===== config.mk =====
export PLATFORM = sky130hd
export DESIGN_NAME = crg_cfg
export DESIGN_NICKNAME = d
export VERILOG_FILES = /design/src/rtl/crg_pkg.sv /design/src/rtl/crg_cfg.sv
export SDC_FILE = /design/constraint.sdc
export NUM_CORES = 1
export LEC_CHECK = 0
export BUFFER_PORTS_ARGS = -buffer_cell sky130_fd_sc_hd__buf_2
export CAP_MARGIN = 20
export CORE_MARGIN = 2
export CORE_UTILIZATION = 53
export CTS_BUF_LIST = sky130_fd_sc_hd__clkbuf_8
export CTS_CLUSTER_SIZE = 14
export DETAILED_ROUTE_END_ITERATION = 16
export HOLD_SLACK_MARGIN = 0.06
export PLACE_DENSITY = 0.7
export SETUP_SLACK_MARGIN = 0.1
export SKIP_CTS_REPAIR_TIMING = 1
export SYNTH_ARGS = -nofsm -noshare
export SYNTH_HDL_FRONTEND = slang
export SYNTH_SLANG_ARGS = --single-unit

===== constraint.sdc =====
create_clock -name clock -period 22.5 [get_ports clock]
set_clock_uncertainty 0.15 [all_clocks]
set_input_delay 4.5 -clock clock [delete_from_list [all_inputs] [get_ports clock]]
set_output_delay 4.5 -clock clock [all_outputs]
set_load 0.05 [all_outputs]

===== src/rtl/crg_pkg.sv =====
// ============================================================================
// crg_pkg: shared constants and types for the chunked RMS gate
// Register indexes, register widths, reset values, item codes and the event
// bundle passed from the sequencer to the energy unit.
// ============================================================================
package crg_pkg;

   // Configuration port geometry.
   localparam int CSR_INDEX_W = 2;
   localparam int CSR_DATA_W  = 15;

   // Register field widths.
   localparam int FRAMES_W    = 10;
   localparam int CHANNELS_W  = 4;
   localparam int CUTOFF_W    = 15;
   localparam int CUTOFF_SQ_W = 2 * CUTOFF_W;

   // Register indexes.
   localparam logic [CSR_INDEX_W-1:0] CSR_CHUNK_FRAMES  = 2'd0;
   localparam logic [CSR_INDEX_W-1:0] CSR_CHANNEL_COUNT = 2'd1;
   localparam logic [CSR_INDEX_W-1:0] CSR_CUTOFF_LEVEL  = 2'd2;
   localparam logic [CSR_INDEX_W-1:0] CSR_GATE_MODE     = 2'd3;

   // Register reset values.
   localparam logic [FRAMES_W-1:0]   RST_CHUNK_FRAMES  = 10'd512;
   localparam logic [CHANNELS_W-1:0] RST_CHANNEL_COUNT = 4'd1;
   localparam logic [CUTOFF_W-1:0]   RST_CUTOFF_LEVEL  = 15'd3277;
   localparam logic                  RST_GATE_MODE     = 1'b0;

   // Request item modes.
   localparam logic MODE_SAMPLE = 1'b0;
   localparam logic MODE_FLUSH  = 1'b1;

   // Gate polarity codes.
   localparam logic GATE_QUIET = 1'b0;  // silence chunks below the cutoff
   localparam logic GATE_LOUD  = 1'b1;  // silence chunks above the cutoff

   // Per-item events from the sequencer to the energy unit.
   typedef struct packed {
      logic take_sample;   // a sample item was accepted this cycle
      logic close;         // the filling chunk closes with this item
   } crg_event_type;

endpackage


===== src/rtl/crg_cfg.sv =====
// ============================================================================
// crg_cfg: configuration registers and energy threshold
// Holds the four registers, the saturated chunk length and the threshold
// cutoff^2 * length. Length and cutoff^2 are taken from the write data, so
// they are valid the cycle after a write; the threshold is registered from them.
// ============================================================================
module crg_cfg #(
   parameter int MAX_CHUNK_SAMPLES = 4096,
   parameter int MAX_CHANNELS      = 8,
   parameter int CNT_W             = 13,
   parameter int LIMIT_W           = 43
) (
   input  logic                               clock,
   input  logic                               reset,
   input  logic                               csr_we,
   input  logic [crg_pkg::CSR_INDEX_W-1:0]    csr_index,
   input  logic [crg_pkg::CSR_DATA_W-1:0]     csr_wdata,
   output logic [CNT_W-1:0]                   chunk_len,
   output logic [LIMIT_W-1:0]                 energy_limit,
   output logic                               gate_mode
);
   import crg_pkg::*;

   localparam int PROD_W = FRAMES_W + CHANNELS_W;

   // Samples per chunk: zero fields count as one, channels and length saturate.
   function automatic logic [CNT_W-1:0] calc_len(input logic [FRAMES_W-1:0] f,
                                                 input logic [CHANNELS_W-1:0] c);
      logic [FRAMES_W-1:0]   fv;
      logic [CHANNELS_W-1:0] cv;
      logic [PROD_W-1:0]     n;
      fv = (f == '0) ? FRAMES_W'(1) : f;
      cv = (c == '0) ? CHANNELS_W'(1) : c;
      if (int'(cv) > MAX_CHANNELS) begin
         cv = CHANNELS_W'(MAX_CHANNELS);
      end
      n = PROD_W'(fv) * PROD_W'(cv);
      if (int'(n) > MAX_CHUNK_SAMPLES) begin
         calc_len = CNT_W'(MAX_CHUNK_SAMPLES);
      end else begin
         calc_len = CNT_W'(n);
      end
   endfunction

   localparam logic [CNT_W-1:0]       RST_LEN       = calc_len(RST_CHUNK_FRAMES,
                                                               RST_CHANNEL_COUNT);
   localparam logic [CUTOFF_SQ_W-1:0] RST_CUTOFF_SQ = CUTOFF_SQ_W'(RST_CUTOFF_LEVEL) *
                                                      CUTOFF_SQ_W'(RST_CUTOFF_LEVEL);
   localparam logic [LIMIT_W-1:0]     RST_LIMIT     = LIMIT_W'(RST_CUTOFF_SQ) *
                                                      LIMIT_W'(RST_LEN);

   logic [FRAMES_W-1:0]    frames_ff,    frames_in;
   logic [CHANNELS_W-1:0]  channels_ff,  channels_in;
   logic [CUTOFF_W-1:0]    cutoff_ff,    cutoff_in;
   logic                   gate_ff,      gate_in;
   logic [CNT_W-1:0]       len_ff,       len_in;
   logic [CUTOFF_SQ_W-1:0] cutoff_sq_ff, cutoff_sq_in;
   logic [LIMIT_W-1:0]     limit_ff,     limit_in;

   // Register writes.
   always_comb begin
      frames_in   = frames_ff;
      channels_in = channels_ff;
      cutoff_in   = cutoff_ff;
      gate_in     = gate_ff;
      if (csr_we) begin
         case (csr_index)
            CSR_CHUNK_FRAMES:  frames_in   = csr_wdata[FRAMES_W-1:0];
            CSR_CHANNEL_COUNT: channels_in = csr_wdata[CHANNELS_W-1:0];
            CSR_CUTOFF_LEVEL:  cutoff_in   = csr_wdata[CUTOFF_W-1:0];
            CSR_GATE_MODE:     gate_in     = csr_wdata[0];
            default:           gate_in     = gate_ff;
         endcase
      end
   end

   // Derived values; the threshold product is one register behind its factors.
   always_comb begin
      len_in       = calc_len(frames_in, channels_in);
      cutoff_sq_in = CUTOFF_SQ_W'(cutoff_in) * CUTOFF_SQ_W'(cutoff_in);
      limit_in     = LIMIT_W'(cutoff_sq_ff) * LIMIT_W'(len_ff);
   end

   always_ff @(posedge clock) begin
      if (reset) begin
         frames_ff    <= RST_CHUNK_FRAMES;
         channels_ff  <= RST_CHANNEL_COUNT;
         cutoff_ff    <= RST_CUTOFF_LEVEL;
         gate_ff      <= RST_GATE_MODE;
         len_ff       <= RST_LEN;
         cutoff_sq_ff <= RST_CUTOFF_SQ;
         limit_ff     <= RST_LIMIT;
      end else begin
         frames_ff    <= frames_in;
         channels_ff  <= channels_in;
         cutoff_ff    <= cutoff_in;
         gate_ff      <= gate_in;
         len_ff       <= len_in;
         cutoff_sq_ff <= cutoff_sq_in;
         limit_ff     <= limit_in;
      end
   end

   assign chunk_len    = len_ff;
   assign energy_limit = limit_ff;
   assign gate_mode    = gate_ff;

endmodule


Yosys cells after proc, flatten, opt, wreduce, memory -nomap -nowiden
Cells that the tools add are included.

storage, ports and cells
  flip-flop bits (word level) = 116
  word-level logic and storage cells = 31
  input port bits = 20

operators by class
  equality and inequality tests = 3
  muxes and demuxes = 10
  $lt $le $gt $ge = 2
  multiply operators = 3
  reductions and logical operators = 5

operators with widths
  operator              count
  $mul 30x13->43        1
  $mul 15x15->30        1
  $mux 10               3
  $mux 15               2
  $mux 4                4
  $gt 14x13->1 const B  1
  $mul 10x4->14         1
  $mux 13               1
  $logic_not 10->1      1
  $eq 2x2->1 const B    2
  $gt 4x4->1 const B    1
  $logic_not 4->1       1
  $eq 2x1->1 const B    1
  $logic_not 2->1       1
  $reduce_and 2->1      1
  $reduce_or 2->1       1

Depth between registers and ports, before layout
  depth after elaboration = 10
  mapped depth = 29
  depth with buffers taken out = 28

Least setup slack after synthesis
Ideal clock, no wire load.

  kind = input -> register
  start = input csr_index[0] in the netlist's numbering
  end = register cutoff_sq_ff[28]
  setup time = 0.121 ns
  buffers on the path = 1
  required time = 22.229 ns
  stages = 24
  data arrival time = 11.090 ns
  slack = 11.139 ns
  cells stage by stage = nand3b_1 > clkbuf_1 > mux2i_1 > clkinv_1 > nand2_1 > fa_1 > fa_1 > inv_1 > fa_1 > fa_1 > fa_1 > inv_1 > fa_1 > inv_1 > ha_1 > and3_1 > and3_1 > a22oi_1 > o41ai_2 > nand4_1 > nand2_1 > a21boi_0 > o31ai_1 > mux2_2

between the ends
  longest elaborated chain between the ends = 4

ends and longest elaborated chain
  element               RTL line       source
  from (decl)           crg_cfg.sv:16  input logic [crg_pkg::CSR_INDEX_W-1:0] csr_index,
  $eq 2x2->1            crg_cfg.sv:67  case (csr_index)
  $mux 15               crg_cfg.sv:67
  $mux 15               crg_cfg.sv:66  if (csr_we) begin
  via cutoff_in[2]      crg_cfg.sv:54  logic [CUTOFF_W-1:0] cutoff_ff, cutoff_in;
  $mul 15x15->30        crg_cfg.sv:80  cutoff_sq_in = CUTOFF_SQ_W'(cutoff_in) * CUTOFF_SQ_W'(cutoff_in);
  to (signal assigned)  crg_cfg.sv:99  cutoff_sq_ff <= cutoff_sq_in;
  to (decl)             crg_cfg.sv:57  logic [CUTOFF_SQ_W-1:0] cutoff_sq_ff, cutoff_sq_in;

The timed path passes the listed nets, and every way through them passes these cells.
A chain may end at the register's enable or synchronous reset.

Worst setup path in the final report
Ends and elaborated chain as after synthesis.

==> impl_results.md <==
- Status: finished, final reports clean
- All-layer global routing usage: 25.43%
- Worst Path Class, Setup: primary input to flop
- Synth cell types: 66
- Die footprint: 43750 sq um
- Filler cells: 3754
- Hold WC Path Type: flop to flop
- Final hold viol count: 0
- Tcrit/Tclk final: 52.73%
- Rows: 75
- First-pass GRT wire length: 88330 um
- CTS Buffer Depth: 2
- Max Clk Rate: 0.08429 GHz
- Largest net degree at the start of global routing: 82
- Worst-Margin Slew: 1.050 ns
- Sink Count: 114
- Primary FF master, synth: dfxtp_1
- First-pass DRT Iterations: 6
- Boundary pin count: 77
- CP endpoint kind: flop
- Vias: 16360
- Diode count: 0
- RePlAce Congestion: 0.8893
- Unrepaired setup endpoints after global routing: no
- EDFF count, synth: 0
- Synth async-reset ratio: 0%
- Crit path max fanout: 18
- Width of the die: 209.2 um
- Tmin final: 11.86 ns
- Die Ht: 209.2 um
- LEAKAGE: 12.23 nW
- Seq cells post-synth: 114
- Layout cell share with drive strength beyond 1: 6.888%
- 1st-iter DRT viols: 979
- Antenna-violating nets left: 0
- Starting Density: 53.43%
- Initial antenna violation count: 0
- Hpwl dp: 41910 um
- Hold slack final: 0.3475 ns
- Max-cap viol count: 0
- Yosys warns: 0
- Grt total ovfl: 0
- Setup crit start kind: primary input
- Vias in the first global route: 17940
- Clk_lat worst skew: 0.51 ns
- TritonCTS Buffers: 17
- Drt wl/cell: 16.84 um
- Htree depth: 4
- Syn-to-layout area delta: 5.367%
- IO Port Bufs: 76
- Inst Count DP: 3030
- DR vias/cell: 5.338
- Critical Path RT: 22.75 ns
- CP Data Arrival Time: 12.11 ns
- Slew Limit Fails: 0
- Sequential share of the synthesized area: 10.23%
- Setup ws final: 10.64 ns
- Mapped Area: 22310 sq um
- Setup_tns: 0 ns
- Relative slew slack: 29.91%
- CTS tree: done
- Worst IR Drop VDD: 0.0001281 V
- Final setup violation count: 0
- Core outline area: 41760 sq um
- Final cell count without fillers: 3065
- WL final: 51620 um
- CTS clk-pin slew, worst paths: 0.08 ns
- Final net count: 3180
- Root Buffer: clkbuf_8
- DRC viols: 0
- Mapped Cells: 2499
- Post-place setup slack: 9.617 ns
- Avg Inst Size Synth: 8.928 sq um
- Power per cell area: 105.9 nW/um^2
==> power breakdown <==
group          switching, W  internal [W]
sequential        0.0000758      0.000252
combinational       0.00120      0.000783
clock              0.000101     0.0000795
==> per-layer routing <==
metal | share of wire [%] | global-route usage [%] | vias to the layer above
met1 | 42 | 32.47 | 8231
met5 | 0 | 0 | -
met4 | 3.3 | 9.212 | 0
met2 | 49 | 43.93 | 528
met3 | 5.3 | 3.953 | 105
li1 | - | - | 7497
==> cells by family after synthesis <==
group | share of synthesized area (%)
xor+xnor | 3.062
flops | 10.23
mux | 1.778
fa+ha+maj | 51.49
compound gates | 6.152
simple gates | 16.23
other cells | 0.03366
buf+inv | 11.02
==> final timing paths <==
| kind | slack, ns | depth (start not counted) | endpoint | start |
|---|---|---|---|---|
| min | 0.35 | 2 | gate_mode | gate_mode |
| max | 10.64 | 27 | cutoff_sq_ff[28] | csr_index[0] |
| max reg2reg | 14.95 | 24 | cutoff_sq_ff[28] | cutoff_ff[0] |
| min reg2reg | 0.35 | 2 | gate_mode | gate_mode |
==> final cells by class <==
type	instances	area, sq um	area share, %
Multi-Input combinational cell	1738	17590	74.82
Sequential cell	114	2282	9.708
Inverter	547	2053	8.734
Tap cell	539	674.4	2.869
Timing Repair Buffer	95	553.0	2.353
Clock buffer	18	247.7	1.054
Clock inverter	14	107.6	0.4577
==> flip-flops by register name, summed over array words and instances (netlist names) <==
signal / flops
energy_limit: 43
cutoff_sq_ff: 28
cutoff_ff: 15
chunk_len: 13
frames_ff: 10
channels_ff: 4
gate_mode: 1
==> critical path, cell delays in order <==
cell and delay [ns]:
buf_2 0.12, nand3b_1 0.31, buf_8 0.26, mux2i_1 0.55, clkinv_1 0.50, nand2_1 0.24
inv_1 0.08, fa_1 0.50, inv_1 0.06, fa_1 0.54, inv_1 0.06, fa_1 0.45
ha_1 0.30, fa_1 0.49, inv_1 0.05, fa_1 0.48, inv_1 0.04, ha_1 0.35
and3_1 0.25, and3_1 0.18, a22oi_1 0.14, o41ai_2 0.60, nand4_1 0.22, nand2_1 0.13
a21boi_0 0.10, o31ai_1 0.24, mux2_2 0.36
==> stage by stage <==
stage / instance area [sq um] / power (W) / util, %
floorplan: 22330 / 0.001843 / -
global placement: 23090 / 0.002244 / 55.30
detailed placement: 23120 / 0.002308 / 55.37
CTS: 23480 / 0.002500 / 56.22
global route: 23510 / 0.002786 / 56.29
finish: 23510 / 0.002490 / 56.29
==> cell usage after synthesis, types with 3 or more instances <==
cell type	instances	area, sq um
a21o_1	42	315.3
fa_1	452	9049
clkinv_1	4	15.01
and2_1	163	1020
mux2_2	13	146.4
a31oi_1	11	68.82
xor2_1	30	262.8
and3_1	6	37.54
a21oi_1	63	315.3
a21boi_0	4	30.03
a31o_2	3	26.28
nand3b_1	4	30.03
nor3b_1	3	22.52
nor3_1	11	55.05
dfxtp_1	114	2282
or3_1	4	25.02
or2_2	13	81.33
nor2_2	6	37.54
o211ai_1	3	22.52
o31ai_1	6	45.04
nand3_1	9	45.04
clkbuf_1	100	375.4
nand2b_1	39	244.0
nand4_1	13	81.33
nor2_1	160	600.6
nand2_1	310	1164
nor2b_1	13	81.33
inv_1	543	2038
o21bai_1	16	120.1
xnor2_1	48	420.4
o21a_1	4	30.03
o21ai_0	28	140.1
a211oi_1	4	30.03
ha_1	195	2440
mux2i_1	25	250.2
==> cell usage in the layout, fill, tap and decap left out, types with 4 or more instances in the layout <==
cell      count
a211oi_1      4
a21boi_0      4
a21o_1       42
a21oi_1      63
a31oi_1      11
and2_1      163
and3_1        6
buf_2        75
buf_4        18
clkbuf_8     18
clkinv_1      4
clkinv_4      5
conb_1        6
dfxtp_1     114
fa_1        452
ha_1        195
inv_1       543
mux2_2       13
mux2i_1      25
nand2_1     310
nand2b_1     39
nand3_1       9
nand3b_1      4
nand4_1      13
nor2_1      160
nor2_2        6
nor2b_1      13
nor3_1       11
o21a_1        4
o21ai_0      28
o21bai_1     16
o31ai_1       6
or2_2        13
or3_1         4
xnor2_1      48
xor2_1       30
No activity file was read; power rests on OpenSTA's default activity.
