$ cat src/rtl/crg_pkg.sv
// ============================================================================
// crg_pkg: shared constants and types for the chunked RMS gate
// Register indexes, register widths, reset values, item codes and the event
// bundle passed from the sequencer to the energy unit.
// ============================================================================
package crg_pkg;

   // Configuration port geometry.
   localparam int CSR_INDEX_W = 2;
   localparam int CSR_DATA_W  = 15;

   // Register field widths.
   localparam int FRAMES_W    = 10;
   localparam int CHANNELS_W  = 4;
   localparam int CUTOFF_W    = 15;
   localparam int CUTOFF_SQ_W = 2 * CUTOFF_W;

   // Register indexes.
   localparam logic [CSR_INDEX_W-1:0] CSR_CHUNK_FRAMES  = 2'd0;
   localparam logic [CSR_INDEX_W-1:0] CSR_CHANNEL_COUNT = 2'd1;
   localparam logic [CSR_INDEX_W-1:0] CSR_CUTOFF_LEVEL  = 2'd2;
   localparam logic [CSR_INDEX_W-1:0] CSR_GATE_MODE     = 2'd3;

   // Register reset values.
   localparam logic [FRAMES_W-1:0]   RST_CHUNK_FRAMES  = 10'd512;
   localparam logic [CHANNELS_W-1:0] RST_CHANNEL_COUNT = 4'd1;
   localparam logic [CUTOFF_W-1:0]   RST_CUTOFF_LEVEL  = 15'd3277;
   localparam logic                  RST_GATE_MODE     = 1'b0;

   // Request item modes.
   localparam logic MODE_SAMPLE = 1'b0;
   localparam logic MODE_FLUSH  = 1'b1;

   // Gate polarity codes.
   localparam logic GATE_QUIET = 1'b0;  // silence chunks below the cutoff
   localparam logic GATE_LOUD  = 1'b1;  // silence chunks above the cutoff

   // Per-item events from the sequencer to the energy unit.
   typedef struct packed {
      logic take_sample;   // a sample item was accepted this cycle
      logic close;         // the filling chunk closes with this item
   } crg_event_type;

endpackage

$ cat src/rtl/crg_energy.sv
// ============================================================================
// crg_energy: sum of squares and gate decision
// Squares each accepted sample into a register and folds it into the sum on
// the next cycle. The cycle after a chunk closes, its total is compared with
// the threshold and the gate flag for the draining chunk is updated.
// ============================================================================
module crg_energy #(
   parameter int SAMPLE_BITS = 16,
   parameter int SQ_W        = 31,
   parameter int ENERGY_W    = 43,
   parameter int LIMIT_W     = 43
) (
   input  logic                          clock,
   input  logic                          reset,
   input  crg_pkg::crg_event_type        evt,
   input  logic signed [SAMPLE_BITS-1:0] sample,
   input  logic [LIMIT_W-1:0]            energy_limit,
   input  logic                          gate_mode,
   output logic                          silenced
);
   import crg_pkg::*;

   localparam int CMP_W = (ENERGY_W > LIMIT_W) ? ENERGY_W : LIMIT_W;

   logic signed [2*SAMPLE_BITS-1:0] square;
   logic [SQ_W-1:0]                 sq_ff,       sq_in;
   logic [ENERGY_W-1:0]             energy_ff,   energy_in;
   logic                            pend_ff,     pend_in;
   logic                            silenced_ff, silenced_in;
   logic [ENERGY_W-1:0]             total;
   logic [CMP_W-1:0]                total_x;
   logic [CMP_W-1:0]                limit_x;
   logic                            gated;

   // Square of the incoming sample; it is never negative.
   always_comb begin
      square = sample * sample;
      sq_in  = evt.take_sample ? square[SQ_W-1:0] : '0;
   end

   // Running total of the chunk that the pending square belongs to.
   always_comb begin
      total     = energy_ff + ENERGY_W'(sq_ff);
      energy_in = pend_ff ? '0 : total;
      pend_in   = evt.close;
   end

   // Gate decision for a chunk that closed on the previous cycle.
   always_comb begin
      total_x     = CMP_W'(total);
      limit_x     = CMP_W'(energy_limit);
      gated       = (gate_mode == GATE_LOUD) ? (total_x > limit_x) : (total_x < limit_x);
      silenced_in = pend_ff ? gated : silenced_ff;
   end

   always_ff @(posedge clock) begin
      if (reset) begin
         sq_ff       <= '0;
         energy_ff   <= '0;
         pend_ff     <= 1'b0;
         silenced_ff <= 1'b0;
      end else begin
         sq_ff       <= sq_in;
         energy_ff   <= energy_in;
         pend_ff     <= pend_in;
         silenced_ff <= silenced_in;
      end
   end

   assign silenced = silenced_in;

endmodule

$ cat config.mk
export PLATFORM = sky130hd
export DESIGN_NAME = crg_energy
export DESIGN_NICKNAME = d
export VERILOG_FILES = /design/src/rtl/crg_pkg.sv /design/src/rtl/crg_energy.sv
export SDC_FILE = /design/constraint.sdc
export NUM_CORES = 1
export LEC_CHECK = 0
export BUFFER_PORTS_ARGS = -buffer_cell sky130_fd_sc_hd__buf_2
export CAP_MARGIN = 20
export CORE_ASPECT_RATIO = 1.75
export CORE_MARGIN = 2
export CORE_UTILIZATION = 59
export DETAILED_ROUTE_END_ITERATION = 10
export PLACE_DENSITY = 0.81
export SLEW_MARGIN = 20
export SYNTH_ARGS = -nofsm -noshare
export SYNTH_HDL_FRONTEND = slang
export SYNTH_SLANG_ARGS = --single-unit
$ cat constraint.sdc
create_clock -name clock -period 6.45 [get_ports clock]
set_input_delay 0.645 -clock clock [delete_from_list [all_inputs] [get_ports clock]]
set_output_delay 0.645 -clock clock [all_outputs]
set_load 0.02 [all_outputs]
* After elaboration in Yosys (flattened, before gate mapping)
Cells that the tools add are included.
W data, S select, Z words.
** Cells by class
- $add $sub $neg :: 1
- Multipliers :: 1
- $lt $le $gt $ge :: 2
- Muxes and demuxes :: 2
- Bitwise gates (word level) :: 1
- Reductions and logical operators :: 2
** Operator list (count)
- $add A43 B31 Y43 :: 1
- $gt A43 B43 Y1 :: 1
- $lt A43 B43 Y1 :: 1
- $mul A16 B16 Y31 :: 1
- $reduce_or A2 Y1 :: 2
- $mux W1 :: 2
- $not A1 Y1 :: 1
** Storage, ports and cells
- Register bits :: 76
- Bits of input ports :: 64
- Output and inout bits :: 1
- Word-level logic and storage cells :: 13

* Logic depth before layout (Yosys ltp)
Gate-level depths: netlist of run 1.
- Depth in word-level cells :: 4
- Depth in mapped cells :: 25
- Gate-level depth less buffers :: 23

* Worst setup path after synthesis of run 1
No wires, ideal clock.
- Kind :: in2reg
- Start point :: input sample[15]
- End point :: register sq_ff[30]
- Arrival time :: 6.845 ns
- Required time :: 6.322 ns
- Path slack :: -0.523 ns
- Stages on the path :: 21
- Cell sequence :: clkbuf_1 -> clkbuf_1 -> nand2_1 -> fa_1 -> inv_1 -> fa_1 -> fa_1 -> fa_1 -> fa_1 -> inv_1 -> fa_1 -> inv_1 -> ha_1 -> a21o_1 -> a21o_1 -> a21oi_1 -> or4b_1 -> o21ai_0 -> o211ai_1 -> xnor2_1 -> nor2_1
** On the way
- Longest elaborated chain between the ends :: 1
** Ends and longest elaborated chain
- from (decl) :: RTL line crg_energy.sv:16 : input logic signed [SAMPLE_BITS-1:0] sample,
- $mul A16 B16 Y31 :: RTL line crg_energy.sv:37 : square = sample * sample;
- to (signal assigned) :: RTL line crg_energy.sv:63 : sq_ff <= sq_in;
- to (decl) :: RTL line crg_energy.sv:26 : logic [SQ_W-1:0] sq_ff, sq_in;
No other way between the ends.
A chain may end at the register's enable or synchronous reset.

* Worst setup path in the final report of run 1
- Start point :: input sample[6]
- End point :: register sq_ff[29]
The elaborated chain is that of the path after synthesis.

==> flow_metrics.py, run 1 <==
metrics = {
    "synth": {
        "ys.flop_type": "dfxtp_1",
        "synth-edff-count": 0,
        "synth.distinct_cells": 71,
        "synth_area_um2": 13900,
        "synth_async_sr_flop_share": 0,
        "synth-seq-area-share": 0.108,
        "syn_area_per_cell_um2": 8.76,
        "yosysWarnings": 0,
        "ys_ff_latch": 75,
        "synth_cells": 1588,
        "syn-num-nets": 2042,
    },
    "min_path": {
        "hold_path.class": "register to register",
        "hold_start": "energy_ff[42]$_SDFF_PP0_",
        "hold_path_end": "energy_ff[42]$_SDFF_PP0_",
        "min_path_cells": 2,
    },
    "timing": {
        "finClkSkew_ns": 0.0112,
        "finalSetupViolCount": 0,
        "finalHoldViolCount": 0,
        "min_period_ns": 6.11,
        "slew_headroom": 0.308,
        "fin_crit_sh": 0.947,
        "rsz0062_at_grt": "no",
        "fmax_mhz": 164,
        "drv_slew": 0,
        "fin_hold_ws_ns": 0.504,
        "worstMarginPinSlew_ns": 1.04,
    },
    "grt": {
        "grt-busiest-layer": "met2",
        "grtUsageMet3": 0.0218,
        "met1_usage": 0.277,
        "antenna_found_initial": 0,
        "grt_usage": 0.276,
        "grt_pass1_wl_um": 55200,
        "grtUsageMet2": 0.542,
        "globalRouteOverflowTotal": 0,
        "grt_max_degree": 40,
        "grt_pass1_vias": 12400,
    },
    "critical_path": {
        "path_delay_family": "adder cells",
        "crit_required_ns": 6.71,
        "reg2reg_to": "silenced_ff$_SDFF_PP0_",
        "cpPeakStageDelay_ns": 0.55,
        "path_cells": "buf_2 -> nand2_1 -> fa_1 -> inv_1 -> fa_1 -> inv_1 -> fa_1 -> inv_1 -> fa_1 -> fa_1 -> inv_1 -> fa_1 -> inv_1 -> ha_1 -> a21o_1 -> a21oi_1 -> nor2_1 -> o31ai_1 -> buf_4 -> a31oi_1 -> o221a_2 -> o21a_1 -> nor3_1",
        "cp.arrival_ns": 6.37,
        "rrSetupSlack_ns": 1.35,
        "start_kind": "input port",
        "path_depth": 23,
        "cpMostUsedCell": "fa_1",
        "timing.critical_path.buf_inv": 7,
        "r2r_start": "sq_ff[0]$_SDFF_PP0_",
        "crit_slowest_cell": "fa_1",
        "end_kind": "register",
        "path_max_fanout": 11,
        "reg2regPathDepth": 19,
        "crit_type": "input port to register",
    },
    "floorplan": {
        "core-area_um2": 23200,
        "rows": 74,
        "die-area_um2": 24900,
        "initial_core_util": 0.599,
        "die_x_um": 120,
        "die_y_um": 207,
        "io_pins": 65,
    },
    "clocking": {
        "clk_latency_ns": 0.35,
        "clock-sinks": 75,
        "path_clk_slew_ns": 0.06,
        "htree_num_levels": 3,
        "cts_buffers": 9,
        "root_buffer": "clkbuf_16",
        "clk_path_buf_depth": 2,
        "post-cts-setup-buffers": 0,
        "cts_tree": "yes",
    },
    "routing": {
        "wl_per_cell_um": 16.0,
        "vias_per_cell": 5.44,
        "drtPass1Iterations": 5,
        "via_count": 10900,
        "drc": 0,
        "drtIter0Drc": 409,
        "routed_wl_um": 32000,
        "ant_nets": 0,
    },
    "flow_run": {
        "maxCapViolCount": 0,
    },
    "final_layout": {
        "area.growth.synth_to_final_pct": 10.2,
        "multiInputGateArea_um2": 10800,
        "drive_above_1_share": 0.111,
        "fin_nets": 2151,
        "fillers": 1935,
        "num_antenna_cells": 0,
        "seq_area_um2": 1500,
    },
    "placement": {
        "placement.io_buffers": 64,
        "gp_congestion": 0.928,
        "place_hpwl_um": 28100,
    },
    "run_status": {
        "outcome": "finished, final reports clean",
    },
}
-- cells by family (layout without fill, tap and decap cells) --
logic type               after synthesis  in the layout  synth area share
buffers and inverters                425            539             0.115
AND/OR/NAND/NOR                      401            401             0.140
adder cells (fa/ha/maj)              390            390             0.476
AO/OA/AOI/OAI                        213            213             0.107
flip-flops                            75             75             0.108
XOR/XNOR                              71             71            0.0447
multiplexers                          13             13           0.00963
-- state kept, by name (all words and copies together), names as in the netlist --
name	count
energy_ff	43
sq_ff	30
pend_ff	1
silenced_ff	1
-- cells in the mapped netlist, types with 12 or more instances --
| cell type | number | area share |
|---|---|---|
| a211oi_1 | 12 | 0.0065 |
| a21o_1 | 27 | 0.015 |
| a21oi_1 | 61 | 0.022 |
| and2_1 | 65 | 0.029 |
| and3_1 | 13 | 0.0058 |
| clkbuf_1 | 35 | 0.0094 |
| dfxtp_1 | 75 | 0.11 |
| fa_1 | 232 | 0.33 |
| ha_1 | 158 | 0.14 |
| inv_1 | 388 | 0.10 |
| nand2_1 | 119 | 0.032 |
| nand3_1 | 21 | 0.0076 |
| nand4_1 | 13 | 0.0058 |
| nor2_1 | 96 | 0.026 |
| nor2b_1 | 12 | 0.0054 |
| nor3_1 | 19 | 0.0068 |
| o21ai_0 | 31 | 0.011 |
| or3_1 | 15 | 0.0067 |
| xnor2_1 | 42 | 0.026 |
| xor2_1 | 29 | 0.018 |
-- worst max-delay path by stage --
| stage | end | from | slack, ns |
|---|---|---|---|
| after floorplan | sq_ff[30]$_SDFF_PP0_ | sample[5] | 0.009 |
| after global placement | sq_ff[29]$_SDFF_PP0_ | sample[5] | 0.09 |
| after detailed placement | sq_ff[29]$_SDFF_PP0_ | sample[5] | -0.04 |
| after CTS | sq_ff[29]$_SDFF_PP0_ | sample[5] | 0.31 |
| after global routing | sq_ff[29]$_SDFF_PP0_ | sample[6] | 0.03 |
| final | sq_ff[29]$_SDFF_PP0_ | sample[6] | 0.34 |
-- final cells by class --
| type | count | share of cell area |
|---|---|---|
| multi-input combinational | 1088 | 0.707 |
| clock inverter | 7 | 0.00539 |
| inverter | 389 | 0.0953 |
| sequential | 75 | 0.0980 |
| timing repair buffer | 134 | 0.0553 |
| tap | 304 | 0.0248 |
| clock buffer | 9 | 0.0147 |
-- layer usage --
layer,wire [um],vias to the layer above,share of wire
met5,0,-,0
met4,1940,0,0.061
met3,1070,138,0.033
met2,18000,310,0.56
met1,11000,5285,0.34
li1,-,5185,-
-- worst reg2reg max path, cell delays in order, from the launching register on --
cell and delay [ns]:
dfxtp_1 0.31, ha_1 0.24, ha_1 0.24, a211oi_1 0.28, o21ai_1 0.12, o22a_1 0.27, a31o_2 0.32, o2bb2ai_1 0.24
o31ai_2 0.36, a21oi_1 0.21, xor2_1 0.18, ha_1 0.31, nand3_1 0.10, nor3_1 0.39, nand3_1 0.19, or3_1 0.51
nand4_1 0.15, o31ai_1 0.09, mux2_2 0.29, a211oi_1 0.22
-- stage by stage --
step	setup TNS, ns	utilization	cell area [um2]	setup slack, ns	cells
after floorplan	0	-	13900	0.00860	1588
after global placement	0	0.646	15000	0.0919	1990
after detailed placement	-0.0356	0.646	15000	-0.0356	1990
after CTS	0	0.659	15300	0.312	2006
after global routing	0	0.660	15300	0.0256	2006
final	0	0.660	15300	0.341	2006
-- placed cells by master, fill, tap and decap left out, types with 5 or more instances in the layout --
| cell | instances |
|---|---|
| nor2_1 | 94 |
| fa_1 | 231 |
| a31oi_1 | 9 |
| inv_1 | 388 |
| nand2_1 | 118 |
| nor2b_1 | 12 |
| dfxtp_1 | 75 |
| nand4_1 | 13 |
| or3_1 | 15 |
| a21oi_1 | 60 |
| o21a_1 | 11 |
| nor3_1 | 19 |
| buf_2 | 63 |
| and3_1 | 13 |
| ha_1 | 158 |
| a211oi_1 | 12 |
| clkbuf_16 | 9 |
| nand2b_1 | 10 |
| mux2i_1 | 10 |
| o21ai_0 | 30 |
| a21o_1 | 27 |
| or2_2 | 5 |
| nand3_1 | 21 |
| nand3_2 | 5 |
| o31ai_1 | 6 |
| and2_1 | 65 |
| xnor2_1 | 42 |
| o21bai_1 | 5 |
| xor2_1 | 29 |
| buf_4 | 70 |
-- repair_timing --
action,4_1_cts,5_1_grt
hold buffers,0,0
hold endpoints to repair,0,0
endpoints found under the setup margin,0,2
resized for setup,0,1
Power of run 1 is not shown: default switching activity piles up to over one toggle a cycle in this logic, so the estimate is an artifact.
==> run 2: changes to the inputs <==
--- a/config.mk
+++ b/config.mk
@@ -11,6 +11,7 @@
 export CORE_MARGIN = 2
 export CORE_UTILIZATION = 59
 export DETAILED_ROUTE_END_ITERATION = 10
+export MAX_ROUTING_LAYER = met4
 export PLACE_DENSITY = 0.81
 export SLEW_MARGIN = 20
 export SYNTH_ARGS = -nofsm -noshare
==> flow_metrics.py, run 2 (synthesis results as in run 1) <==
metrics = {
    "routing": {
        "ant_nets": 0,
        "drtPass1Iterations": 7,
        "drtIter0Drc": 346,
        "wl_per_cell_um": 15.6,
        "via_count": 10700,
        "drc": 0,
        "vias_per_cell": 5.37,
        "routed_wl_um": 31200,
    },
    "final_layout": {
        "final_cell_mix": "inv_1, fa_1, ha_1, nand2_1, nor2_1",
        "regMostFlops": "energy_ff",
        "num_antenna_cells": 0,
        "area.growth.synth_to_final_pct": 9.90,
        "reg_top3": "energy_ff x43, sq_ff x30",
        "fin_nets": 2147,
        "fin_util": 0.658,
        "final_common_cell": "inv_1",
        "fin_cells": 2002,
        "drive_above_1_share": 0.108,
        "largest_reg_flops": 43,
        "multiInputGateArea_um2": 10800,
        "fillers": 1927,
        "seq_area_um2": 1500,
    },
    "floorplan": {
        "die_x_um": 120,
        "rows": 74,
        "die_y_um": 207,
        "initial_core_util": 0.599,
        "io_pins": 65,
        "die-area_um2": 24900,
        "core-area_um2": 23200,
    },
    "timing": {
        "finalHoldViolCount": 0,
        "fin_crit_sh": 0.954,
        "finalSetupViolCount": 0,
        "slew_headroom": 0.330,
        "worstMarginPinSlew_ns": 1.01,
        "min_period_ns": 6.15,
        "finClkSkew_ns": 0.00861,
        "rsz0062_at_grt": "no",
        "fmax_mhz": 163,
        "drv_slew": 0,
    },
    "critical_path": {
        "start_kind": "input port",
        "reg2regPathDepth": 17,
        "crit_required_ns": 6.70,
        "cp.arrival_ns": 6.40,
        "path_max_fanout": 11,
        "rrSetupSlack_ns": 1.43,
        "reg2reg_to": "silenced_ff$_SDFF_PP0_",
        "end_kind": "register",
        "crit_type": "input port to register",
        "r2r_start": "sq_ff[2]$_SDFF_PP0_",
    },
    "grt": {
        "globalRouteOverflowTotal": 0,
        "grt_pass1_wl_um": 53500,
        "antenna_found_initial": 0,
        "grt_usage": 0.273,
        "grt_pass1_vias": 11900,
        "grt_max_degree": 40,
    },
    "placement": {
        "dpl.cell_count": 1986,
        "place_hpwl_um": 27300,
        "gp_congestion": 0.938,
        "placement.io_buffers": 64,
    },
    "min_path": {
        "hold_path_end": "energy_ff[42]$_SDFF_PP0_",
        "min_path_cells": 2,
        "hold_start": "energy_ff[42]$_SDFF_PP0_",
        "hold_path.class": "register to register",
    },
    "clocking": {
        "clock-sinks": 75,
        "clk_latency_ns": 0.34,
        "htree_num_levels": 3,
        "cts_resized": 0,
        "post-cts-setup-buffers": 0,
        "clk_path_buf_depth": 2,
        "root_buffer": "clkbuf_16",
        "cts_tree": "yes",
        "cts_buffers": 9,
        "path_clk_slew_ns": 0.06,
        "holdBufCountCts": 0,
    },
    "flow_run": {
        "maxCapViolCount": 0,
    },
    "run_status": {
        "outcome": "finished, final reports clean",
    },
}
[run 2: area by class of cell]
cell class,count,share of cell area
flip-flops and latches,75,0.0982
clock inverters,4,0.00327
clock buffers,12,0.0161
multi-input cells,1088,0.708
repair buffers,130,0.0535
well taps,304,0.0249
inverters,389,0.0955
[run 2: how the worst max path moves through the flow]
stage	startpoint	end	slack, ns	cells past startpoint
after floorplan	sample[5]	sq_ff[30]$_SDFF_PP0_	0.009	21
final	sample[5]	sq_ff[29]$_SDFF_PP0_	0.30	24
after global routing	sample[5]	sq_ff[29]$_SDFF_PP0_	0.06	24
after global placement	sample[5]	sq_ff[29]$_SDFF_PP0_	0.02	24
after detailed placement	sample[5]	sq_ff[29]$_SDFF_PP0_	-0.05	24
after CTS	sample[5]	sq_ff[29]$_SDFF_PP0_	0.30	24
[run 2: metal layers]
| metal | global-route usage | vias to the layer above | routed length [um] |
|---|---|---|---|
| li1 | - | 5176 | - |
| met1 | 0.274 | 5240 | 11300 |
| met2 | 0.528 | 233 | 17700 |
| met3 | 0.0195 | 96 | 824 |
| met4 | 0.118 | 0 | 1380 |
| met5 | - | - | 0 |
[run 2: worst max-delay path, cell delays in order]
cell      delay, ns
clkbuf_4       0.22
and2_1         0.22
inv_1          0.07
fa_1           0.48
inv_1          0.06
fa_1           0.50
inv_1          0.06
fa_1           0.54
inv_1          0.05
fa_1           0.46
fa_1           0.60
inv_1          0.08
fa_1           0.53
inv_1          0.04
ha_1           0.33
a21o_1         0.19
a21oi_1        0.15
nor2_1         0.08
o31ai_1        0.23
buf_4          0.15
a31oi_1        0.12
o221a_2        0.32
o21a_1         0.16
nor3_1         0.11
[run 2: per-stage QoR]
stage               hold slack (ns)  setup WS, ns  TNS (ns)  instance area (um2)
detailed placement            0.477       -0.0545   -0.0545                15000
CTS                           0.485         0.296         0                15300
finish                        0.486         0.299         0                15300
global route                  0.529        0.0571         0                15300
global placement              0.463        0.0231         0                15000
floorplan                     0.455       0.00860         0                13900
Power of run 2 is left out for the same reason.
