File: src/rtl/crg_pkg.sv
// ============================================================================
// crg_pkg: shared constants and types for the chunked RMS gate
// Register indexes, register widths, reset values, item codes and the event
// bundle passed from the sequencer to the energy unit.
// ============================================================================
package crg_pkg;

   // Configuration port geometry.
   localparam int CSR_INDEX_W = 2;
   localparam int CSR_DATA_W  = 15;

   // Register field widths.
   localparam int FRAMES_W    = 10;
   localparam int CHANNELS_W  = 4;
   localparam int CUTOFF_W    = 15;
   localparam int CUTOFF_SQ_W = 2 * CUTOFF_W;

   // Register indexes.
   localparam logic [CSR_INDEX_W-1:0] CSR_CHUNK_FRAMES  = 2'd0;
   localparam logic [CSR_INDEX_W-1:0] CSR_CHANNEL_COUNT = 2'd1;
   localparam logic [CSR_INDEX_W-1:0] CSR_CUTOFF_LEVEL  = 2'd2;
   localparam logic [CSR_INDEX_W-1:0] CSR_GATE_MODE     = 2'd3;

   // Register reset values.
   localparam logic [FRAMES_W-1:0]   RST_CHUNK_FRAMES  = 10'd512;
   localparam logic [CHANNELS_W-1:0] RST_CHANNEL_COUNT = 4'd1;
   localparam logic [CUTOFF_W-1:0]   RST_CUTOFF_LEVEL  = 15'd3277;
   localparam logic                  RST_GATE_MODE     = 1'b0;

   // Request item modes.
   localparam logic MODE_SAMPLE = 1'b0;
   localparam logic MODE_FLUSH  = 1'b1;

   // Gate polarity codes.
   localparam logic GATE_QUIET = 1'b0;  // silence chunks below the cutoff
   localparam logic GATE_LOUD  = 1'b1;  // silence chunks above the cutoff

   // Per-item events from the sequencer to the energy unit.
   typedef struct packed {
      logic take_sample;   // a sample item was accepted this cycle
      logic close;         // the filling chunk closes with this item
   } crg_event_type;

endpackage

File: src/rtl/crg_if.sv
// ============================================================================
// crg_if: item channels of the chunked RMS gate
// Valid/ready channels for the request (sample or flush) and response items.
// ============================================================================
interface crg_req_if #(
   parameter int SAMPLE_BITS = 16
);
   logic                          valid;
   logic                          ready;
   logic                          mode;
   logic signed [SAMPLE_BITS-1:0] sample_in;

   modport source (output valid, output mode, output sample_in, input ready);
   modport sink   (input valid, input mode, input sample_in, output ready);
endinterface

interface crg_rsp_if #(
   parameter int SAMPLE_BITS = 16
);
   logic                          valid;
   logic                          ready;
   logic signed [SAMPLE_BITS-1:0] sample_out;
   logic                          last_out;

   modport source (output valid, output sample_out, output last_out, input ready);
   modport sink   (input valid, input sample_out, input last_out, output ready);
endinterface

File: src/rtl/crg_seq.sv
// ============================================================================
// crg_seq: fill/drain sequencer and output stage
// Tracks the fill and drain positions in the two-bank sample memory, issues
// at most one write and at most one read per item, and carries read data
// through a one-entry stage into the output register.
// ============================================================================
module crg_seq #(
   parameter int SAMPLE_BITS = 16,
   parameter int CNT_W       = 13,
   parameter int IDX_W       = 12
) (
   input  logic                   clock,
   input  logic                   reset,
   crg_req_if.sink                req_chan,
   crg_rsp_if.source              rsp_chan,
   input  logic [CNT_W-1:0]       chunk_len,
   input  logic                   silenced,
   output crg_pkg::crg_event_type evt,
   output logic                   wr_en,
   output logic [IDX_W:0]         wr_addr,
   output logic [SAMPLE_BITS-1:0] wr_data,
   output logic                   rd_en,
   output logic [IDX_W:0]         rd_addr,
   input  logic [SAMPLE_BITS-1:0] rd_data
);
   import crg_pkg::*;

   logic [CNT_W-1:0]       fill_count_ff,   fill_count_in;
   logic [CNT_W-1:0]       drain_count_ff,  drain_count_in;
   logic [CNT_W-1:0]       drain_length_ff, drain_length_in;
   logic                   fill_bank_ff,    fill_bank_in;
   logic                   s1_valid_ff,     s1_valid_in;
   logic                   s1_last_ff,      s1_last_in;
   logic                   s1_sil_ff,       s1_sil_in;
   logic                   s1_use_pend_ff,  s1_use_pend_in;
   logic                   out_valid_ff,    out_valid_in;
   logic [SAMPLE_BITS-1:0] out_sample_ff,   out_sample_in;
   logic                   out_last_ff,     out_last_in;

   logic             accept;
   logic             take_sample;
   logic             take_flush;
   logic             drain_pend;
   logic [CNT_W:0]   fill_inc;
   logic             sample_close;
   logic             flush_close;
   logic             emit;
   logic [CNT_W-1:0] drain_idx;
   logic             drain_bank;
   logic [CNT_W-1:0] len_eff;
   logic [CNT_W-1:0] fill_after;
   logic [CNT_W:0]   idx_inc;
   logic             last;
   logic             advance;
   logic             out_load;
   logic             gate;

   // Handshake: a new item enters whenever the read stage can move on.
   assign advance        = !out_valid_ff || rsp_chan.ready;
   assign req_chan.ready = !s1_valid_ff || advance;
   assign accept         = req_chan.valid && req_chan.ready;
   assign take_sample    = accept && (req_chan.mode == MODE_SAMPLE);
   assign take_flush     = accept && (req_chan.mode == MODE_FLUSH);

   // Chunk closing and drain selection for the accepted item.
   always_comb begin
      drain_pend   = drain_count_ff < drain_length_ff;
      fill_inc     = {1'b0, fill_count_ff} + 1'b1;
      sample_close = take_sample && (fill_inc >= {1'b0, chunk_len});
      flush_close  = take_flush && !drain_pend && (fill_count_ff != '0);
      emit         = (take_sample && drain_pend) ||
                     (take_flush && (drain_pend || flush_close));
      drain_idx    = flush_close ? '0 : drain_count_ff;
      drain_bank   = flush_close ? fill_bank_ff : !fill_bank_ff;
      len_eff      = flush_close ? fill_count_ff : drain_length_ff;
      fill_after   = flush_close ? '0 : fill_count_ff;
      idx_inc      = {1'b0, drain_idx} + 1'b1;
      last         = take_flush && (idx_inc >= {1'b0, len_eff}) && (fill_after == '0);
   end

   // Counter and bank updates.
   always_comb begin
      fill_count_in   = fill_count_ff;
      drain_count_in  = drain_count_ff;
      drain_length_in = drain_length_ff;
      fill_bank_in    = fill_bank_ff;
      if (emit) begin
         drain_count_in = idx_inc[CNT_W-1:0];
      end
      if (take_sample) begin
         fill_count_in = fill_inc[CNT_W-1:0];
      end
      if (sample_close) begin
         drain_length_in = fill_inc[CNT_W-1:0];
         drain_count_in  = '0;
         fill_bank_in    = !fill_bank_ff;
         fill_count_in   = '0;
      end
      if (flush_close) begin
         drain_length_in = fill_count_ff;
         fill_bank_in    = !fill_bank_ff;
         fill_count_in   = '0;
      end
   end

   // Memory accesses: the fill and drain banks differ, but for a flush that drains the chunk it closes.
   assign wr_en   = take_sample;
   assign wr_addr = {fill_bank_ff, fill_count_ff[IDX_W-1:0]};
   assign wr_data = req_chan.sample_in;
   assign rd_en   = emit;
   assign rd_addr = {drain_bank, drain_idx[IDX_W-1:0]};

   assign evt.take_sample = take_sample;
   assign evt.close       = sample_close || flush_close;

   // Read stage: holds the item whose memory data is on rd_data.
   always_comb begin
      s1_valid_in    = emit ? 1'b1 : (advance ? 1'b0 : s1_valid_ff);
      s1_last_in     = emit ? last : s1_last_ff;
      s1_sil_in      = emit ? silenced : s1_sil_ff;
      s1_use_pend_in = emit ? flush_close : s1_use_pend_ff;
   end

   // Output register; a chunk closed by a flush takes its gate decision from the energy unit when it loads.
   always_comb begin
      out_load      = s1_valid_ff && advance;
      gate          = s1_use_pend_ff ? silenced : s1_sil_ff;
      out_valid_in  = out_load ? 1'b1 : (rsp_chan.ready ? 1'b0 : out_valid_ff);
      out_sample_in = out_load ? (gate ? '0 : rd_data) : out_sample_ff;
      out_last_in   = out_load ? s1_last_ff : out_last_ff;
   end

   always_ff @(posedge clock) begin
      if (reset) begin
         fill_count_ff   <= '0;
         drain_count_ff  <= '0;
         drain_length_ff <= '0;
         fill_bank_ff    <= 1'b0;
         s1_valid_ff     <= 1'b0;
         out_valid_ff    <= 1'b0;
      end else begin
         fill_count_ff   <= fill_count_in;
         drain_count_ff  <= drain_count_in;
         drain_length_ff <= drain_length_in;
         fill_bank_ff    <= fill_bank_in;
         s1_valid_ff     <= s1_valid_in;
         out_valid_ff    <= out_valid_in;
      end
   end

   always_ff @(posedge clock) begin
      s1_last_ff     <= s1_last_in;
      s1_sil_ff      <= s1_sil_in;
      s1_use_pend_ff <= s1_use_pend_in;
      out_sample_ff  <= out_sample_in;
      out_last_ff    <= out_last_in;
   end

   assign rsp_chan.valid      = out_valid_ff;
   assign rsp_chan.sample_out = out_sample_ff;
   assign rsp_chan.last_out   = out_last_ff;

endmodule

File: src/flat_wrapper.sv
// flat-port wrapper written by rule: the top's interface ports become plain ports
module crg_seq_flat import crg_pkg::*;
#(
   parameter int SAMPLE_BITS = 16,
   parameter int CNT_W       = 13,
   parameter int IDX_W       = 12
)
  (clock, reset, chunk_len, silenced, evt, wr_en, wr_addr, wr_data, rd_en, rd_addr, rd_data, req_chan_valid, req_chan_mode, req_chan_sample_in, req_chan_ready, rsp_chan_valid, rsp_chan_sample_out, rsp_chan_last_out, rsp_chan_ready);
  crg_req_if #(.SAMPLE_BITS(SAMPLE_BITS)) req_chan_i ();
  crg_rsp_if #(.SAMPLE_BITS(SAMPLE_BITS)) rsp_chan_i ();
  input  logic clock;
  input  logic reset;
  input  logic [CNT_W-1:0] chunk_len;
  input  logic silenced;
  output crg_pkg::crg_event_type evt;
  output logic wr_en;
  output logic [IDX_W:0] wr_addr;
  output logic [SAMPLE_BITS-1:0] wr_data;
  output logic rd_en;
  output logic [IDX_W:0] rd_addr;
  input  logic [SAMPLE_BITS-1:0] rd_data;
  input wire logic [$bits(req_chan_i.valid)-1:0] req_chan_valid;
  input wire logic [$bits(req_chan_i.mode)-1:0] req_chan_mode;
  input wire logic [$bits(req_chan_i.sample_in)-1:0] req_chan_sample_in;
  output wire logic [$bits(req_chan_i.ready)-1:0] req_chan_ready;
  output wire logic [$bits(rsp_chan_i.valid)-1:0] rsp_chan_valid;
  output wire logic [$bits(rsp_chan_i.sample_out)-1:0] rsp_chan_sample_out;
  output wire logic [$bits(rsp_chan_i.last_out)-1:0] rsp_chan_last_out;
  input wire logic [$bits(rsp_chan_i.ready)-1:0] rsp_chan_ready;
  assign req_chan_i.valid = req_chan_valid;
  assign req_chan_i.mode = req_chan_mode;
  assign req_chan_i.sample_in = req_chan_sample_in;
  assign req_chan_ready = req_chan_i.ready;
  assign rsp_chan_valid = rsp_chan_i.valid;
  assign rsp_chan_sample_out = rsp_chan_i.sample_out;
  assign rsp_chan_last_out = rsp_chan_i.last_out;
  assign rsp_chan_i.ready = rsp_chan_ready;
  crg_seq #(.SAMPLE_BITS(SAMPLE_BITS), .CNT_W(CNT_W), .IDX_W(IDX_W)) u_core (.clock(clock), .reset(reset), .req_chan(req_chan_i), .rsp_chan(rsp_chan_i), .chunk_len(chunk_len), .silenced(silenced), .evt(evt), .wr_en(wr_en), .wr_addr(wr_addr), .wr_data(wr_data), .rd_en(rd_en), .rd_addr(rd_addr), .rd_data(rd_data));
endmodule
File: config.mk
export PLATFORM = sky130hd
export DESIGN_NAME = crg_seq_flat
export DESIGN_NICKNAME = d
export VERILOG_FILES = /design/src/rtl/crg_pkg.sv /design/src/rtl/crg_if.sv /design/src/rtl/crg_seq.sv /design/src/flat_wrapper.sv
export SDC_FILE = /design/constraint.sdc
export NUM_CORES = 1
export LEC_CHECK = 0
export BUFFER_PORTS_ARGS = -buffer_cell sky130_fd_sc_hd__buf_2
export CORE_MARGIN = 4
export CORE_UTILIZATION = 45
export CTS_BUF_LIST = sky130_fd_sc_hd__clkbuf_4 sky130_fd_sc_hd__clkbuf_8 sky130_fd_sc_hd__clkbuf_16
export CTS_CLUSTER_SIZE = 10
export DETAILED_ROUTE_END_ITERATION = 8
export HOLD_SLACK_MARGIN = 0.06
export PLACE_DENSITY = 0.69
export SYNTH_ARGS = -nofsm -noshare
export SYNTH_HDL_FRONTEND = slang
export SYNTH_SLANG_ARGS = --single-unit
File: constraint.sdc
create_clock -name clock -period 3.71 [get_ports clock]
set_input_delay 0.5565 -clock clock [delete_from_list [all_inputs] [get_ports clock]]
set_output_delay 0.5565 -clock clock [all_outputs]
set_load 0.1 [all_outputs]
# After elaboration in Yosys (flattened, before gate mapping)
# Cells that the tools add are included.
# W data, S select, Z words.
[totals]
ff_bits = 62
output_inout_bits = 65
elab_cells = 57
[op_classes]
magnitude_cmp = 3
reduce_logical = 27
bitwise = 1
n_addsub = 2
n_mux = 13
[ops]
columns = ["cell", "count"]
rows = [
  ["$mux W13", 5],
  ["$add A13 B1 Y14 const B", 2],
  ["$ge A14 B13 Y1", 2],
  ["$logic_not A13 Y1", 1],
  ["$lt A13 B13 Y1", 1],
  ["$reduce_bool A13 Y1", 1],
  ["$logic_and A1 B1 Y1", 11],
  ["$mux W1", 8],
  ["$reduce_bool A2 Y1", 3],
  ["$logic_or A1 B1 Y1", 5],
  ["$logic_not A1 Y1", 4],
  ["$reduce_or A3 Y1", 1],
  ["$reduce_or A2 Y1", 1],
  ["$not A1 Y1", 1],
]

# Depth between registers and ports, before layout
[depth]
depth_word = 12
depth_mapped = 22
depth_no_buf = 20

# Worst setup path before layout
# No wires, ideal clock.
[synth_path]
path_kind = "register to register"
from = "register u_core.out_valid_ff, in the netlist u_core.rsp_chan.valid"
to = "register u_core.s1_last_ff, data pin"
path_slack_ns = -2.242
t_arrival_ns = 5.686
setup_time_ns = 0.266
stages_incl_launch_ff = 20
cell_sequence = "dfxtp_1 nand3b_1 nand3_1 a21oi_2 nand2_4 clkbuf_1 buf_2 and2_1 ha_1 and3_1 and3_1 xnor2_1 nor2_1 ha_1 a21oi_1 o22ai_1 nor3_1 o31ai_1 o2111ai_1 a31oi_1"
[synth_via]
elab_chain_cells = 12
word_cells_on_any_way = 15
[synth_rtl]
columns = ["item", "line", "text"]
rows = [
  ["start: declaration", "crg_seq.sv:36", "logic out_valid_ff, out_valid_in;"],
  ["start signal: assignment", "crg_seq.sv:147", "out_valid_ff <= out_valid_in;"],
  ["$logic_not A1 Y1", "crg_seq.sv:59", "assign advance = !out_valid_ff || rsp_chan.ready;"],
  ["$logic_or A1 B1 Y1", "crg_seq.sv:59", ""],
  ["$logic_or A1 B1 Y1", "crg_seq.sv:60", "assign req_chan.ready = !s1_valid_ff || advance;"],
  ["net req_chan_ready", "flat_wrapper.sv:25", "output wire logic [$bits(req_chan_i.ready)-1:0] req_chan_ready;"],
  ["$logic_and A1 B1 Y1", "crg_seq.sv:61", "assign accept = req_chan.valid && req_chan.ready;"],
  ["$logic_and A1 B1 Y1", "crg_seq.sv:63", "assign take_flush = accept && (req_chan.mode == MODE_FLUSH);"],
  ["$logic_and A1 B1 Y1 (2 in series)", "crg_seq.sv:70", "flush_close = take_flush && !drain_pend && (fill_count_ff != '0);"],
  ["$mux W13", "crg_seq.sv:73", "drain_idx = flush_close ? '0 : drain_count_ff;"],
  ["net rd_addr[0]", "flat_wrapper.sv:20", "output logic [IDX_W:0] rd_addr;"],
  ["$add A13 B1 Y14", "crg_seq.sv:77", "idx_inc = {1'b0, drain_idx} + 1'b1;"],
  ["net u_core.idx_inc[6]", "crg_seq.sv:52", "logic [CNT_W:0] idx_inc;"],
  ["$ge A14 B13 Y1", "crg_seq.sv:78", "last = take_flush && (idx_inc >= {1'b0, len_eff}) && (fill_after == '0);"],
  ["$logic_and A1 B1 Y1 (2 in series)", "crg_seq.sv:78", ""],
  ["net u_core.last", "crg_seq.sv:53", "logic last;"],
  ["end signal: assignment", "crg_seq.sv:152", "s1_last_ff <= s1_last_in;"],
  ["end: declaration", "crg_seq.sv:33", "logic s1_last_ff, s1_last_in;"],
]
# The timed path passes the listed nets, and every way through them passes these cells.
# A chain may end at the register's enable or synchronous reset.

# Final worst setup path
[layout_path]
from = "register u_core.drain_length_ff[7]"
to = "register u_core.s1_last_ff, data pin"
[layout_via]
elab_chain_cells = 9
word_cells_on_any_way = 12
[layout_rtl]
columns = ["item", "line", "text"]
rows = [
  ["start: declaration", "crg_seq.sv:30", "logic [CNT_W-1:0] drain_length_ff, drain_length_in;"],
  ["start signal: assignment", "crg_seq.sv:144", "drain_length_ff <= drain_length_in;"],
  ["$lt A13 B13 Y1", "crg_seq.sv:67", "drain_pend = drain_count_ff < drain_length_ff;"],
  ["$logic_not A1 Y1", "crg_seq.sv:70", ""],
  ["$logic_and A1 B1 Y1 (2 in series)", "crg_seq.sv:70", ""],
  ["$mux W13", "crg_seq.sv:73", ""],
  ["$add A13 B1 Y14", "crg_seq.sv:77", ""],
  ["net u_core.idx_inc[6]", "crg_seq.sv:52", ""],
  ["$ge A14 B13 Y1", "crg_seq.sv:78", ""],
  ["$logic_and A1 B1 Y1 (2 in series)", "crg_seq.sv:78", ""],
  ["net u_core.last", "crg_seq.sv:53", ""],
]
# The timed path passes the listed nets, and every way through them passes these cells.

==> results.md <==
- Worst Path Class, Setup: flop to flop
- Status: finished, final reports clean
- Hold buffer count at cts: 0
- Slowest-stage cell, CP: a221o_1
- Clock Skews: between 10 and 15 ps
- Drt wl/cell: 15.1 µm
- Final max-slew violation count: 0
- Initial DRC count: 205
- Vias: 4117
- Dpl hpwl: 8.61 mm
- Die X: 108 µm
- Period utilization: 96.4%
- Seq/Total Area, Yosys: 31.7%
- Syn_area_per_cell: 8.14 µm²
- Total of max-cap violations: 0
- Pin count of the biggest net entering global routing: 31
- Critical path endpoint category: flop
- Leakage: 2.44 nW
- H-Tree Level Count: 3
- Fmax: 279 MHz
- Critical Path Fanout Max: 5
- End of the worst register-to-register path: u_core.s1_last_ff$_DFFE_PP_
- Full die area: 11800 µm²
- Routed vias/inst: around 5.3
- Reg2Reg Depth: 20
- EDFF count, synth: 20
- FFs w/ async S/R, synth: 0%
- Crit-path max cell delay: 350 ps
- Routed WL: 11.7 mm
- Post-synth cell types: 53
- ANT nets after route: 0
- First-pass GRT wire length: about 18 mm
- R2r setup slk: 130 ps
- Clk slew on worst S/H paths: roughly 70 ps
- Setup violators final: 0
- Crit path from: u_core.drain_length_ff[7]$_SDFFE_PP0P_
- Routability Congestion: 0.833
- TritonCTS clock tree: built
- Vias in the first global route: 3935
- I/O pin total: 116
- Synthesized net count: 651
- Die Ht: 108 µm
- Post-route DRC: 0
- Remaining Overflow, GRT: 0
- Hold_ws: 431 ps
- Reg2Reg Launch Point: u_core.drain_length_ff[7]$_SDFFE_PP0P_
- Netlist Area Pre-Place: 4540 µm²
- Final setup TNS: 0 ps
- Initial antenna violation count: 0
- Flops & latches, synth: 62
- Initial Util: a little under half
- Hold Crit Class: input port to flop
- Final Hold Violating Endpoints: 0
- Maximum vdd drop: ~260 µV
- Cells after Synth: 558
- Worst path bufs/invs: 1
- Minimum clock period: 3580 ps
- Worst Setup EP: u_core.s1_last_ff$_DFFE_PP_
- CP startpoint kind: flop
- Clock Latency Late Sink: 340 ps
- Slew headroom: 43.0%
- Share of layout cells above drive strength 1: 33.3%
- Worst path depth: 20
- Required @ worst endpoint: 3790 ps
- Clock Tree Buf Depth: 2
- Layout Nets: approximately 730
- Primary FF master, synth: dfxtp_1
- Hold_sp: silenced
- CTS Sinks: 62
- Power, Total: 1.57 mW
- Measured slew at the worst slew-check pin: approximately 830 ps
- Critical Path AT: 3660 ps
- Ys Warns: 0
- CP Cell Sequence: inv_4 -> ha_4 -> and2_4 -> a221o_1 -> a21oi_2 -> o21ai_2 -> nand2_4 -> and2_4 -> ha_4 -> and3_4 -> and3_4 -> xnor2_2 -> nor2_1 -> ha_1 -> a21oi_1 -> o22ai_1 -> nor3_1 -> o31ai_1 -> o2111ai_1 -> a31oi_1
- # rows: 36
- Antenna cell count: 0
- Root buffer cell: clkbuf_8
- Core area: 9820 µm²
- IO Port Bufs: 83
- DRT Pass-1 Iters: 4
- GR Util All Layers: 19.3%
- RSZ-0062 raised after global routing: yes
- Area grow syn2layout: 23.2%
- Power density over cell area: 281 nW/µm²
- Worst path top cell family by delay: compound AO/OA/AOI/OAI gates
- Num CTS Buffers: 9
==> final cells by class <==
class | instances | area, µm²
repair buffers | 125 | 788
clock buffers | 12 | 153
fillers | 915 | 4230
inverters | 43 | 164
flip-flops and latches | 62 | 1480
clock inverters | 4 | 47.5
multi-input cells | 394 | 2790
well taps | 133 | 166
==> stage by stage <==
step | utilization (%) | std cells | worst slack (ps) | cell area [µm²]
6_report | 57.0 | 773 | 132 | 5590
5_1_grt | 57.0 | 773 | -46.9 | 5590
3_3_place_gp | 51.6 | 745 | 171 | 5070
3_5_place_dp | 51.6 | 745 | 54.2 | 5070
4_1_cts | 54.0 | 763 | 22.8 | 5300
2_1_floorplan | - | 558 | -700 | 4610
==> state kept, by name (all words and copies together) (netlist names) <==
| register | cells |
|---|---|
| u_core.drain_count_ff | 13 |
| u_core.drain_length_ff | 13 |
| u_core.fill_bank_ff | 1 |
| u_core.fill_count_ff | 13 |
| u_core.rsp_chan.last_out | 1 |
| u_core.rsp_chan.sample_out | 16 |
| u_core.rsp_chan.valid | 1 |
| u_core.s1_last_ff | 1 |
| u_core.s1_sil_ff | 1 |
| u_core.s1_use_pend_ff | 1 |
| u_core.s1_valid_ff | 1 |
==> synthesized netlist by cell type, drive strengths merged, types with 5 or more instances <==
library cell	count	area share (%)
buf	46	7.2
dfxtp	42	19
xor2	7	1.4
nor2b	6	0.83
nand2	32	2.8
inv	43	3.6
a21oi	65	7.2
and2	31	4.3
o21ai	19	2.2
nand3b	6	0.99
edfxtp	20	13
o32ai	9	1.7
and3	6	0.83
nor2	65	5.4
or2	5	0.74
xnor2	26	5.0
nand3	15	1.7
nor3	10	1.4
a31oi	8	1.1
ha	42	12
nand4	7	1.1
clkbuf	13	1.1
==> cells by family (layout without fill, tap and decap cells) <==
group	after synthesis	count (layout)	synth area share, %
compound gates	125	125	16.6
mux	2	2	0.441
buf+inv	102	184	11.8
xor+xnor	33	33	6.37
flops	62	62	31.7
fa+ha+maj	42	42	11.6
simple gates	192	192	21.4
==> layout by cell type, fill, tap and decap left out, types with 5 or more instances in the layout <==
master / synthesis / layout
buf_2: 8 / 80
nor2_1: 65 / 62
a21oi_1: 64 / 62
buf_4: 34 / 41
inv_1: 41 / 37
ha_1: 42 / 34
nand2_1: 31 / 30
and2_1: 30 / 26
xnor2_1: 26 / 25
dfxtp_1: 42 / 24
edfxtp_1: 20 / 20
o21ai_0: 18 / 16
nand3_1: 15 / 11
dfxtp_2: 0 / 11
clkbuf_8: 0 / 10
o32ai_1: 9 / 9
nor3_1: 9 / 7
a31oi_1: 8 / 7
dfxtp_4: 0 / 7
nand3b_1: 6 / 6
xor2_1: 7 / 6
nand4_1: 6 / 6
nor2b_1: 6 / 6
ha_4: 0 / 6
inv_2: 2 / 5
and2_4: 0 / 5
==> repair_timing <==
action	in CTS	in global routing
pin swaps	1	27
setup buffers	2	10
resized for setup	6	61
setup endpoints to repair	1	3
==> report_power, final <==
group          internal (mW)  switching [mW]
Combinational         0.0755           0.171
Clock                  0.342           0.270
Sequential             0.708         0.00725
Total                   1.13           0.448
==> worst min path at each step <==
stage                                              end  cells past startpoint
floorplan           u_core.rsp_chan.last_out$_DFFE_PP_                      0
global placement    u_core.rsp_chan.valid$_SDFFE_PP0P_                      2
detailed placement  u_core.rsp_chan.last_out$_DFFE_PP_                      0
CTS                         u_core.s1_sil_ff$_DFFE_PP_                      1
global route                u_core.s1_sil_ff$_DFFE_PP_                      1
finish                      u_core.s1_sil_ff$_DFFE_PP_                      1
==> layer usage <==
metal	track usage, %	up-vias	part of all wire, %
li1	-	2038	-
met1	24.3	1928	42
met2	33.3	126	50
met3	3.82	25	6.2
met4	5.95	0	1.9
met5	0	-	0
Note: power is estimated with default switching activity, not from simulation.
